**config.mk**
```make
export PLATFORM = sky130hd
export DESIGN_NAME = ir_range_linearize_and_qualify
export DESIGN_NICKNAME = d
export VERILOG_FILES = /design/src/rtl/irlq_pkg.sv /design/src/rtl/ir_range_linearize_and_qualify.sv /design/src/rtl/irlq_mac.sv /design/src/rtl/irlq_window.sv
export SDC_FILE = /design/constraint.sdc
export NUM_CORES = 2
export LEC_CHECK = 0
export BUFFER_PORTS_ARGS = -buffer_cell sky130_fd_sc_hd__buf_2
export CAP_MARGIN = 20
export CORE_MARGIN = 2
export CORE_UTILIZATION = 35
export CTS_CLUSTER_SIZE = 12
export DETAILED_ROUTE_END_ITERATION = 12
export GPL_TIMING_DRIVEN = 0
export HOLD_SLACK_MARGIN = 0.05
export PLACE_DENSITY = 0.52
export RECOVER_POWER = 25
export SLEW_MARGIN = 20
export SYNTH_ARGS = -nofsm -noshare
export SYNTH_HDL_FRONTEND = slang
export SYNTH_HIERARCHICAL = 1
export SYNTH_SLANG_ARGS = --single-unit
```
**constraint.sdc**
```tcl
create_clock -name clk -period 11.6 [get_ports clk]
set_clock_uncertainty 0.1 [all_clocks]
set_input_delay 2.32 -clock clk [delete_from_list [all_inputs] [get_ports clk]]
set_output_delay 2.32 -clock clk [all_outputs]
set_load 0.05 [all_outputs]
```
**src/rtl/irlq_pkg.sv**
```systemverilog
// Shared types and constants for the range linearizer and qualifier.
package irlq_pkg;

  localparam int COEF_W    = 64;
  localparam int DIST_W    = 32;
  localparam int NUM_COEFS = 7;
  localparam int CFG_IDX_W = 3;
  localparam int STEP_W    = 3;

  // Readings below this are flagged invalid.
  localparam int VALID_MIN  = 120;
  // More than this many valid flags in the window raises bump.
  localparam int BUMP_LIMIT = 5;

  typedef logic signed [COEF_W-1:0] coef_t;

  typedef struct packed {
    logic contact;
    logic bump;
  } win_stat_t;

endpackage

```
**src/rtl/ir_range_linearize_and_qualify.sv**
```systemverilog
// Top level of the range linearizer and qualifier: sequencer, coefficients, output register.
//
// Each request on the input channel carries one raw range reading. The block
// evaluates a degree-six calibration polynomial in Horner form over signed
// Q16.48 coefficients, saturating after every step, and rounds the result to
// a saturated Q16.16 distance. Alongside it, the reading is qualified against
// a floor of 120 (below it, qualified_value is -1), and a window of the last
// WINDOW_DEPTH valid flags gives contact and bump.
// Channels use valid/stall: a request moves when valid is high and stall low.
// The input takes a new request only while the sequencer is idle. The six
// Horner steps share one multiply-add unit, each step a multiply into a
// product register followed by an add and saturate. The finished result is
// loaded into the output register, and the sequencer then returns to idle
// before it takes the next request, so each request is finished before the
// next one is accepted.
// If the receiver stalls, the finished distance waits in the sequencer until
// the output register is free; the input stays stalled meanwhile.
// Coefficients are written over the cfg channel, always ready, by index 0
// (sixth power) to 6 (constant); other indexes are ignored. Reset clears the
// coefficients, the window and all control state.
module ir_range_linearize_and_qualify #(
  parameter int WINDOW_DEPTH = 30,
  parameter int SAMPLE_BITS  = 10
) (
  input  logic                                 clk,
  input  logic                                 rst,
  input  logic                                 in_valid,
  output logic                                 in_stall,
  input  logic [SAMPLE_BITS-1:0]               raw_sample,
  output logic                                 out_valid,
  input  logic                                 out_stall,
  output logic signed [irlq_pkg::DIST_W-1:0]   distance,
  output logic signed [SAMPLE_BITS:0]          qualified_value,
  output logic                                 contact,
  output logic                                 bump,
  input  logic                                 cfg_valid,
  output logic                                 cfg_ready,
  input  logic [irlq_pkg::CFG_IDX_W-1:0]       cfg_index,
  input  logic [irlq_pkg::COEF_W-1:0]          cfg_data
);

  typedef enum logic [3:0] {
    ST_IDLE = 4'b0001,
    ST_MUL  = 4'b0010,
    ST_ADD  = 4'b0100,
    ST_DONE = 4'b1000
  } state_t;

  localparam logic [irlq_pkg::STEP_W-1:0] LAST_STEP =
    irlq_pkg::STEP_W'(irlq_pkg::NUM_COEFS - 1);

  state_t                        state;
  logic [irlq_pkg::STEP_W-1:0]   step;
  irlq_pkg::coef_t               acc;
  irlq_pkg::coef_t               mac_sum;
  irlq_pkg::coef_t               coefs [irlq_pkg::NUM_COEFS];
  logic [SAMPLE_BITS-1:0]        sample;
  logic signed [SAMPLE_BITS:0]   qual;
  irlq_pkg::win_stat_t           win_next;
  irlq_pkg::win_stat_t           win_hold;
  logic                          in_accept;
  logic                          sample_ok;
  logic                          out_free;
  logic [irlq_pkg::DIST_W-1:0]   acc_top;
  logic signed [irlq_pkg::DIST_W-1:0] dist_round;

  assign in_stall  = (state != ST_IDLE);
  assign in_accept = in_valid && !in_stall;
  assign cfg_ready = 1'b1;
  assign out_free  = !out_valid || !out_stall;
  assign sample_ok = (raw_sample >= SAMPLE_BITS'(irlq_pkg::VALID_MIN));

  // Coefficient registers; an index past the last coefficient is dropped.
  always_ff @(posedge clk) begin
    if (rst) begin
      for (int i = 0; i < irlq_pkg::NUM_COEFS; i++) begin
        coefs[i] <= '0;
      end
    end else if (cfg_valid && cfg_ready &&
                 (32'(cfg_index) < 32'(irlq_pkg::NUM_COEFS))) begin
      coefs[cfg_index] <= cfg_data;
    end
  end

  irlq_mac #(
    .SAMPLE_BITS(SAMPLE_BITS)
  ) u_mac (
    .clk    (clk),
    .mul_en (state == ST_MUL),
    .acc    (acc),
    .x      (sample),
    .coef   (coefs[step]),
    .sum_sat(mac_sum)
  );

  // The window advances when the request is taken, so the flags that go out
  // with this result are captured right then.
  irlq_window #(
    .DEPTH(WINDOW_DEPTH)
  ) u_window (
    .clk      (clk),
    .rst      (rst),
    .update   (in_accept),
    .valid    (sample_ok),
    .stat_next(win_next)
  );

  // Round Q16.48 to Q16.16 with ties toward plus infinity; rounding up from
  // the largest positive value stays at the largest positive value.
  assign acc_top = acc[irlq_pkg::COEF_W-1:irlq_pkg::COEF_W-irlq_pkg::DIST_W];
  always_comb begin
    if ((acc_top == {1'b0, {(irlq_pkg::DIST_W-1){1'b1}}}) &&
        acc[irlq_pkg::COEF_W-irlq_pkg::DIST_W-1]) begin
      dist_round = acc_top;
    end else begin
      dist_round = acc_top + irlq_pkg::DIST_W'(acc[irlq_pkg::COEF_W-irlq_pkg::DIST_W-1]);
    end
  end

  // Sequencer: a multiply state and then an add state for each Horner step.
  always_ff @(posedge clk) begin
    if (rst) begin
      state <= ST_IDLE;
      step  <= '0;
    end else begin
      case (state)
        ST_IDLE: begin
          if (in_accept) begin
            state <= ST_MUL;
            step  <= irlq_pkg::STEP_W'(1);
          end
        end
        ST_MUL: begin
          state <= ST_ADD;
        end
        ST_ADD: begin
          if (step == LAST_STEP) begin
            state <= ST_DONE;
          end else begin
            state <= ST_MUL;
            step  <= step + irlq_pkg::STEP_W'(1);
          end
        end
        ST_DONE: begin
          if (out_free) begin
            state <= ST_IDLE;
          end
        end
        default: begin
          state <= ST_IDLE;
        end
      endcase
    end
  end

  // Working registers of the current request.
  always_ff @(posedge clk) begin
    if (in_accept) begin
      acc      <= coefs[0];
      sample   <= raw_sample;
      qual     <= sample_ok ? $signed({1'b0, raw_sample}) : '1;
      win_hold <= win_next;
    end else if (state == ST_ADD) begin
      acc <= mac_sum;
    end
  end

  // Output register; it drains independently of the sequencer.
  always_ff @(posedge clk) begin
    if (rst) begin
      out_valid <= 1'b0;
    end else if ((state == ST_DONE) && out_free) begin
      out_valid <= 1'b1;
    end else if (!out_stall) begin
      out_valid <= 1'b0;
    end
  end

  always_ff @(posedge clk) begin
    if ((state == ST_DONE) && out_free) begin
      distance        <= dist_round;
      qualified_value <= qual;
      contact         <= win_hold.contact;
      bump            <= win_hold.bump;
    end
  end

  // An add cycle always follows the multiply cycle of the same step.
  a_add_after_mul: assert property (@(posedge clk) disable iff (rst)
    (state == ST_ADD) |-> ($past(state) == ST_MUL))
    else $error("add cycle without a preceding multiply");

  // While busy, the step counter points at one of the six added coefficients.
  a_step_range: assert property (@(posedge clk) disable iff (rst)
    ((state == ST_MUL) || (state == ST_ADD)) |->
      ((step >= irlq_pkg::STEP_W'(1)) && (step <= LAST_STEP)))
    else $error("Horner step counter out of range");

  // The sequencer finishes only after the last Horner step.
  a_done_after_last: assert property (@(posedge clk) disable iff (rst)
    ((state == ST_DONE) && ($past(state) != ST_DONE)) |->
      (($past(state) == ST_ADD) && ($past(step) == LAST_STEP)))
    else $error("result finished before all Horner steps");

  // A new result appears only when the sequencer hands one over.
  a_out_from_done: assert property (@(posedge clk) disable iff (rst)
    $rose(out_valid) |-> ($past(state) == ST_DONE))
    else $error("output valid raised without a finished result");

endmodule

```
**src/rtl/irlq_mac.sv**
```systemverilog
// Shared multiply-add unit for one Horner step: product register, then add and saturate.
module irlq_mac #(
  parameter int SAMPLE_BITS = 10
) (
  input  logic                   clk,
  input  logic                   mul_en,
  input  irlq_pkg::coef_t        acc,
  input  logic [SAMPLE_BITS-1:0] x,
  input  irlq_pkg::coef_t        coef,
  output irlq_pkg::coef_t        sum_sat
);

  localparam int PW = irlq_pkg::COEF_W + SAMPLE_BITS + 1;
  localparam int SW = PW + 1;
  localparam int HW = SW - irlq_pkg::COEF_W + 1;

  logic signed [PW-1:0] prod;
  logic signed [SW-1:0] sum;
  logic        [HW-1:0] top_bits;

  // The sample is unsigned, so it enters the signed product with a zero on top.
  always_ff @(posedge clk) begin
    if (mul_en) begin
      prod <= PW'(acc) * PW'($signed({1'b0, x}));
    end
  end

  assign sum      = SW'(prod) + SW'(coef);
  assign top_bits = sum[SW-1:irlq_pkg::COEF_W-1];

  // The sum fits in 64 bits only when all bits from bit 63 upward agree.
  always_comb begin
    if ((top_bits == '0) || (top_bits == '1)) begin
      sum_sat = sum[irlq_pkg::COEF_W-1:0];
    end else if (sum[SW-1]) begin
      sum_sat = {1'b1, {(irlq_pkg::COEF_W-1){1'b0}}};
    end else begin
      sum_sat = {1'b0, {(irlq_pkg::COEF_W-1){1'b1}}};
    end
  end

endmodule

```
**src/rtl/irlq_window.sv**
```systemverilog
// Sliding window of valid flags with a running count of set flags.
module irlq_window #(
  parameter int DEPTH = 30
) (
  input  logic                clk,
  input  logic                rst,
  input  logic                update,
  input  logic                valid,
  output irlq_pkg::win_stat_t stat_next
);

  localparam int CNT_W = $clog2(DEPTH + 1);

  logic [DEPTH-1:0] flags;
  logic [CNT_W-1:0] count;
  logic [CNT_W-1:0] count_next;

  // The oldest flag leaves at the bottom while the new one enters at the top.
  assign count_next = count - CNT_W'(flags[0]) + CNT_W'(valid);

  always_ff @(posedge clk) begin
    if (rst) begin
      flags <= '0;
      count <= '0;
    end else if (update) begin
      flags <= {valid, flags[DEPTH-1:1]};
      count <= count_next;
    end
  end

  assign stat_next.contact = valid;
  assign stat_next.bump    = (32'(count_next) > 32'(irlq_pkg::BUMP_LIMIT));

endmodule
```
Yosys cells after proc, flatten, opt, wreduce, memory -nomap -nowiden. Memory sizes are Yosys's and may differ from the RTL's. A register that Yosys moved wholly into a read port is not among the register bits. Index checks and enable logic that the tools add are counted.

Register bits after elaboration: 250. Bits in writable memories: 448. Bits of input ports: 82. Output and inout port bits: 48. Word-level logic and storage cells: 78. Memories kept: 1.

Memory list: coefs (depth 7, width 64, read ports 2, clocked after Yosys merged registers in 1, write ports 7, line ir_range_linearize_and_qualify.sv:56) `irlq_pkg::coef_t coefs [irlq_pkg::NUM_COEFS];`.

$add $sub $neg: 5. Multipliers: 1. Order comparisons: 3. Equality and inequality tests: 12. Multiplexer cells: 25. Reduce and logical (&&, ||, !) cells: 15.

Operator list (number): $mux W64 (5); $add A75 B64 Y76 (1); $mul A64 B11 Y75 (1); $reduce_or A64 Y1 (1); $add A32 B32 Y32 (1); $eq A32 B31 Y1 const B (1); $mux W32 (1); $pmux W4 S4 (1); $mux W3 (5); $eq A13 B13 Y1 const B (1); $logic_not A13 Y1 (1); $mux W4 (3); $mux W11 (1); $ge A10 B7 Y1 const B (1); $mux W1 (8); $ne A2 B2 Y1 const B (3); $pmux W3 S2 (1); $add A5 B1 Y5 (1); $gt A5 B3 Y1 const B (1); $sub A5 B1 Y5 (1); $eq A4 B1 Y1 const B (1); $eq A4 B2 Y1 const B (1); $eq A4 B3 Y1 const B (1); $eq A4 B4 Y1 const B (1); other kinds (11) (18).

Depth between registers and ports, before layout.
Depth after elaboration: 7. Gate-level depth with buffers: 25.

Hierarchy. Netlist, hierarchy kept.

By module, submodules not included: irlq_mac (times used 1, cells each 3509, area each 29826.1 um^2, sequential area each 2252.2 um^2); ir_range_linearize_and_qualify (times used 1, cells each 2101, area each 28292.1 um^2, sequential area each 18918.1 um^2); irlq_window (times used 1, cells each 141, area each 1476.4 um^2, sequential area each 700.7 um^2).

Worst setup path after synthesis. No wires, ideal clock.

Kind: reg2reg. Start: register state[1]. End: register state[0]. Library setup time: 457 ps. Data arrival time: 8804 ps. Data required time: 11043 ps. Slack: 2239 ps. Stages on the path, launching flop included: 3. Path buffers: 0. Cells stage by stage: dfxtp_1 > nor4b_1 > o41ai_1.

Longest elaborated chain between the ends: 5.

Ends and longest elaborated chain: start, declared (line ir_range_linearize_and_qualify.sv:52) `state_t state;`; start signal, assigned (line ir_range_linearize_and_qualify.sv:123) `state <= ST_IDLE;`; start signal, assigned (line ir_range_linearize_and_qualify.sv:129) `state <= ST_MUL;`; start signal, assigned (line ir_range_linearize_and_qualify.sv:134) `state <= ST_ADD;`; $ne A4 B1 Y1 (line ir_range_linearize_and_qualify.sv:67) `assign in_stall = (state != ST_IDLE);`; $logic_not A1 Y1 (line ir_range_linearize_and_qualify.sv:68) `assign in_accept = in_valid && !in_stall;`; $logic_and A1 B1 Y1 (line ir_range_linearize_and_qualify.sv:68); $ne A2 B2 Y1 (no line); $reduce_and A2 Y1 (no line).

Parallel ways exist; a longest one is shown, timed or not. A chain may end at the register's enable or synchronous reset.

Worst setup path in the final report.
Start: register sample[5]. End: register u_mac.prod[61], data pin.

Longest elaborated chain between the ends: 1.

Ends and longest elaborated chain: start, declared (line ir_range_linearize_and_qualify.sv:57) `logic [SAMPLE_BITS-1:0] sample;`; start signal, assigned (line ir_range_linearize_and_qualify.sv:160) `sample <= raw_sample;`; $mul A64 B11 Y75 (line irlq_mac.sv:24) `prod <= PW'(acc) * PW'($signed({1'b0, x}));`; end signal, assigned (line irlq_mac.sv:24); end, declared (line irlq_mac.sv:17) `logic signed [PW-1:0] prod;`.

Every way passes these cells.

==> flow_metrics.env <==
export IMPL_routabilityCongestion=0.929
export IMPL_fp_dieW_um=417
export IMPL_fin_setup_tns_ns=0
export IMPL_crit_required_ns=11.91
export IMPL_fill_cells=16830
export IMPL_io_buffers=127
export IMPL_path_max_fanout=10
export IMPL_cts_root_buffer="clkbuf_16"
export IMPL_cp_data_arrival_time_ns=9.14
export IMPL_grt_pass1_vias=43186
export IMPL_setup_slack_ns=2.77
export IMPL_worst_pin_slew_ns=2.63
export IMPL_multi_input_area_mm2=0.0339
export IMPL_cts_tree="yes"
export IMPL_synth_async_reset_ratio_pct=0
export IMPL_avgRoutedWirePerCell_um=21.3
export IMPL_row_count=151
export IMPL_maxCapViolations=3
export IMPL_ys_types=106
export IMPL_start_kind="flop"
export IMPL_critical_path_class="reg2reg"
export IMPL_drive_gt1_share_pct=9.25
export IMPL_vias=42305
export IMPL_finalHoldViolations=0
export IMPL_final_seq_area_mm2=0.0219
export IMPL_via_per_inst=5.08
export IMPL_cts_resized_gates=0
export IMPL_clock_sinks=765
export IMPL_cts_buffers=79
export IMPL_yosysMostFrequentCell="nand2_1"
export IMPL_synth_area_leaders="edfxtp_1 33%, fa_1 18%, ha_1 5.7%, nand2_1 5.2%, mux4_2 4.8%"
export IMPL_layout_nets=6932
export IMPL_antenna_found_initial=0
export IMPL_final_util_pct=38.9
export IMPL_cts_setup_buffers=0
export IMPL_maxSlewViolCount=81
export IMPL_pre_cts_slack_ns=2.82
export IMPL_yosysSeqAreaShare_pct=36.7
export IMPL_setup_viol=0
export IMPL_end_kind="flop"
export IMPL_drc=0
export IMPL_die_h_um=417
export IMPL_syn_cell_area_mm2=0.0596
export IMPL_synth_area_leader_cell="edfxtp_1"
export IMPL_postRouteAntennaNets=0
export IMPL_syn_avg_cell_area_um2=10.4
export IMPL_clk_latency_ns=0.70
export IMPL_synth_seq_cells=765
export IMPL_holdWs_ns=0.320
export IMPL_antennaDiodeCount=0
export IMPL_min_path_type="reg2reg"
export IMPL_synthDominantCellAreaShare_pct=33.0
export IMPL_grt_pass1_wl_mm=271
export IMPL_synthFlopType="edfxtp_1"
export IMPL_yosys_top_cells_count="819 x nand2_1, 678 x inv_1, 655 x edfxtp_1"
export IMPL_rrSetupSlack_ns=2.77
export IMPL_clk_pin_slew_ns=0.06
export IMPL_hpwl_mm=140
export IMPL_synth_edff_count=655
export IMPL_dieArea_mm2=0.174
export IMPL_failed_checks="capacitance limit, slew limit"
export IMPL_grt_max_degree=57
export IMPL_core_area_mm2=0.169
export IMPL_first_pass_iters=6
export IMPL_synth_warnings=6
export IMPL_finalCritPeriodShare_pct=76.1
export IMPL_track_usage_pct=20.5
export IMPL_start_util_pct=35.2
export IMPL_totalWireLength_mm=177
export IMPL_maxSlewHeadroom_pct=-75.5
export IMPL_htree_levels=3
export IMPL_status="complete, but fails checks"
export IMPL_syn_to_final_growth_pct=10.6
export IMPL_grt_setup_unrepaired="no"
export IMPL_period_needed_ns=8.83
export IMPL_io_pins=130
export IMPL_grt_ovfl_total=0
export IMPL_clockBufferDepth=3
export IMPL_dr_first_iter_drc_count=3435
export IMPL_hold_buffers=0
export IMPL_max_freq_mhz=113
export IMPL_postSynthCellCount=5751
flip-flops by register name, indices dropped and copies added, names as in the netlist, named ones only:
register and flops:
qualified_value 11, step 3, win_hold 2, bump 1, out_valid 1, acc 64, u_mac/prod 75, contact 1
qual 11, sample 10, u_window/count 5, distance 32, state 4, u_window/flags 30, coefs 512
through the flow:
stage	instance area, um^2	instances
CTS	66200	8324
global placement	63200	8159
detailed placement	63700	8185
global route	65900	8324
floorplan	59800	5814
finish	65900	8324
cell families after synthesis:
| logic type | after synthesis | share of synthesized area, % |
|---|---|---|
| mux | 231 | 6.73 |
| other cells | 2 | 0.0126 |
| flops | 765 | 36.7 |
| compound gates | 779 | 8.68 |
| buf+inv | 1031 | 6.92 |
| xor+xnor | 168 | 2.50 |
| fa+ha+maj | 802 | 23.5 |
| simple gates | 1973 | 14.9 |
placed cells by master, fill, tap and decap left out, types with 79 or more instances in the layout:
master	count
clkbuf_1	332
edfxtp_1	655
a21o_1	87
nand2_1	819
dfxtp_1	110
buf_2	123
inv_1	678
ha_1	270
mux4_2	128
a21oi_1	281
clkbuf_16	79
o21ai_0	107
and2_1	271
nor2_1	566
xnor2_1	91
fa_1	532
final timing paths:
check	start	endpoint	cells past startpoint
setup reg to reg	sample[5]$_DFFE_PP_	u_mac/prod[61]$_DFFE_PP_	22
hold reg to reg	qual[7]$_SDFFCE_PP1P_	qualified_value[7]$_DFFE_PP_	0
setup / recovery	sample[5]$_DFFE_PP_	u_mac/prod[61]$_DFFE_PP_	22
hold / removal	qual[7]$_SDFFCE_PP1P_	qualified_value[7]$_DFFE_PP_	0
area by class of cell:
| class | count | share of cell area, % |
|---|---|---|
| Buffer | 352 | 2.39 |
| Clock buffer | 117 | 3.28 |
| Clock inverter | 22 | 0.450 |
| Inverter | 679 | 3.87 |
| Multi-Input combinational cell | 4018 | 51.4 |
| Sequential cell | 765 | 33.2 |
| Tap cell | 2218 | 4.21 |
| Timing Repair Buffer | 153 | 1.27 |
critical path: stages (launching register included):
cell and delay (ns):
edfxtp_1 0.32, clkbuf_1 0.81, clkbuf_1 0.90, nand2_1 0.18, fa_1 0.58, inv_1 0.05, fa_1 0.56, fa_1 0.45
fa_1 0.50, inv_1 0.05, fa_1 0.52, inv_1 0.05, ha_1 0.37, a21oi_1 0.16, o22ai_1 0.15, or3_1 0.41
o2111a_1 0.26, nor3_1 0.62, o21bai_1 0.31, a31oi_1 0.46, o21ai_0 0.28, a211oi_1 0.34, nor2_1 0.10
routing by layer:
layer / wire, um / part of all wire (%) / GRT usage (%)
met5: 0 / 0 / 0
met4: 6180 / 3.5 / 6.83
met3: 7320 / 4.1 / 1.78
met2: 80400 / 45 / 32.2
met1: 83100 / 47 / 29.8
Power is not shown: default switching activity piles up to over one toggle a cycle in this logic, so the estimate is an artifact.
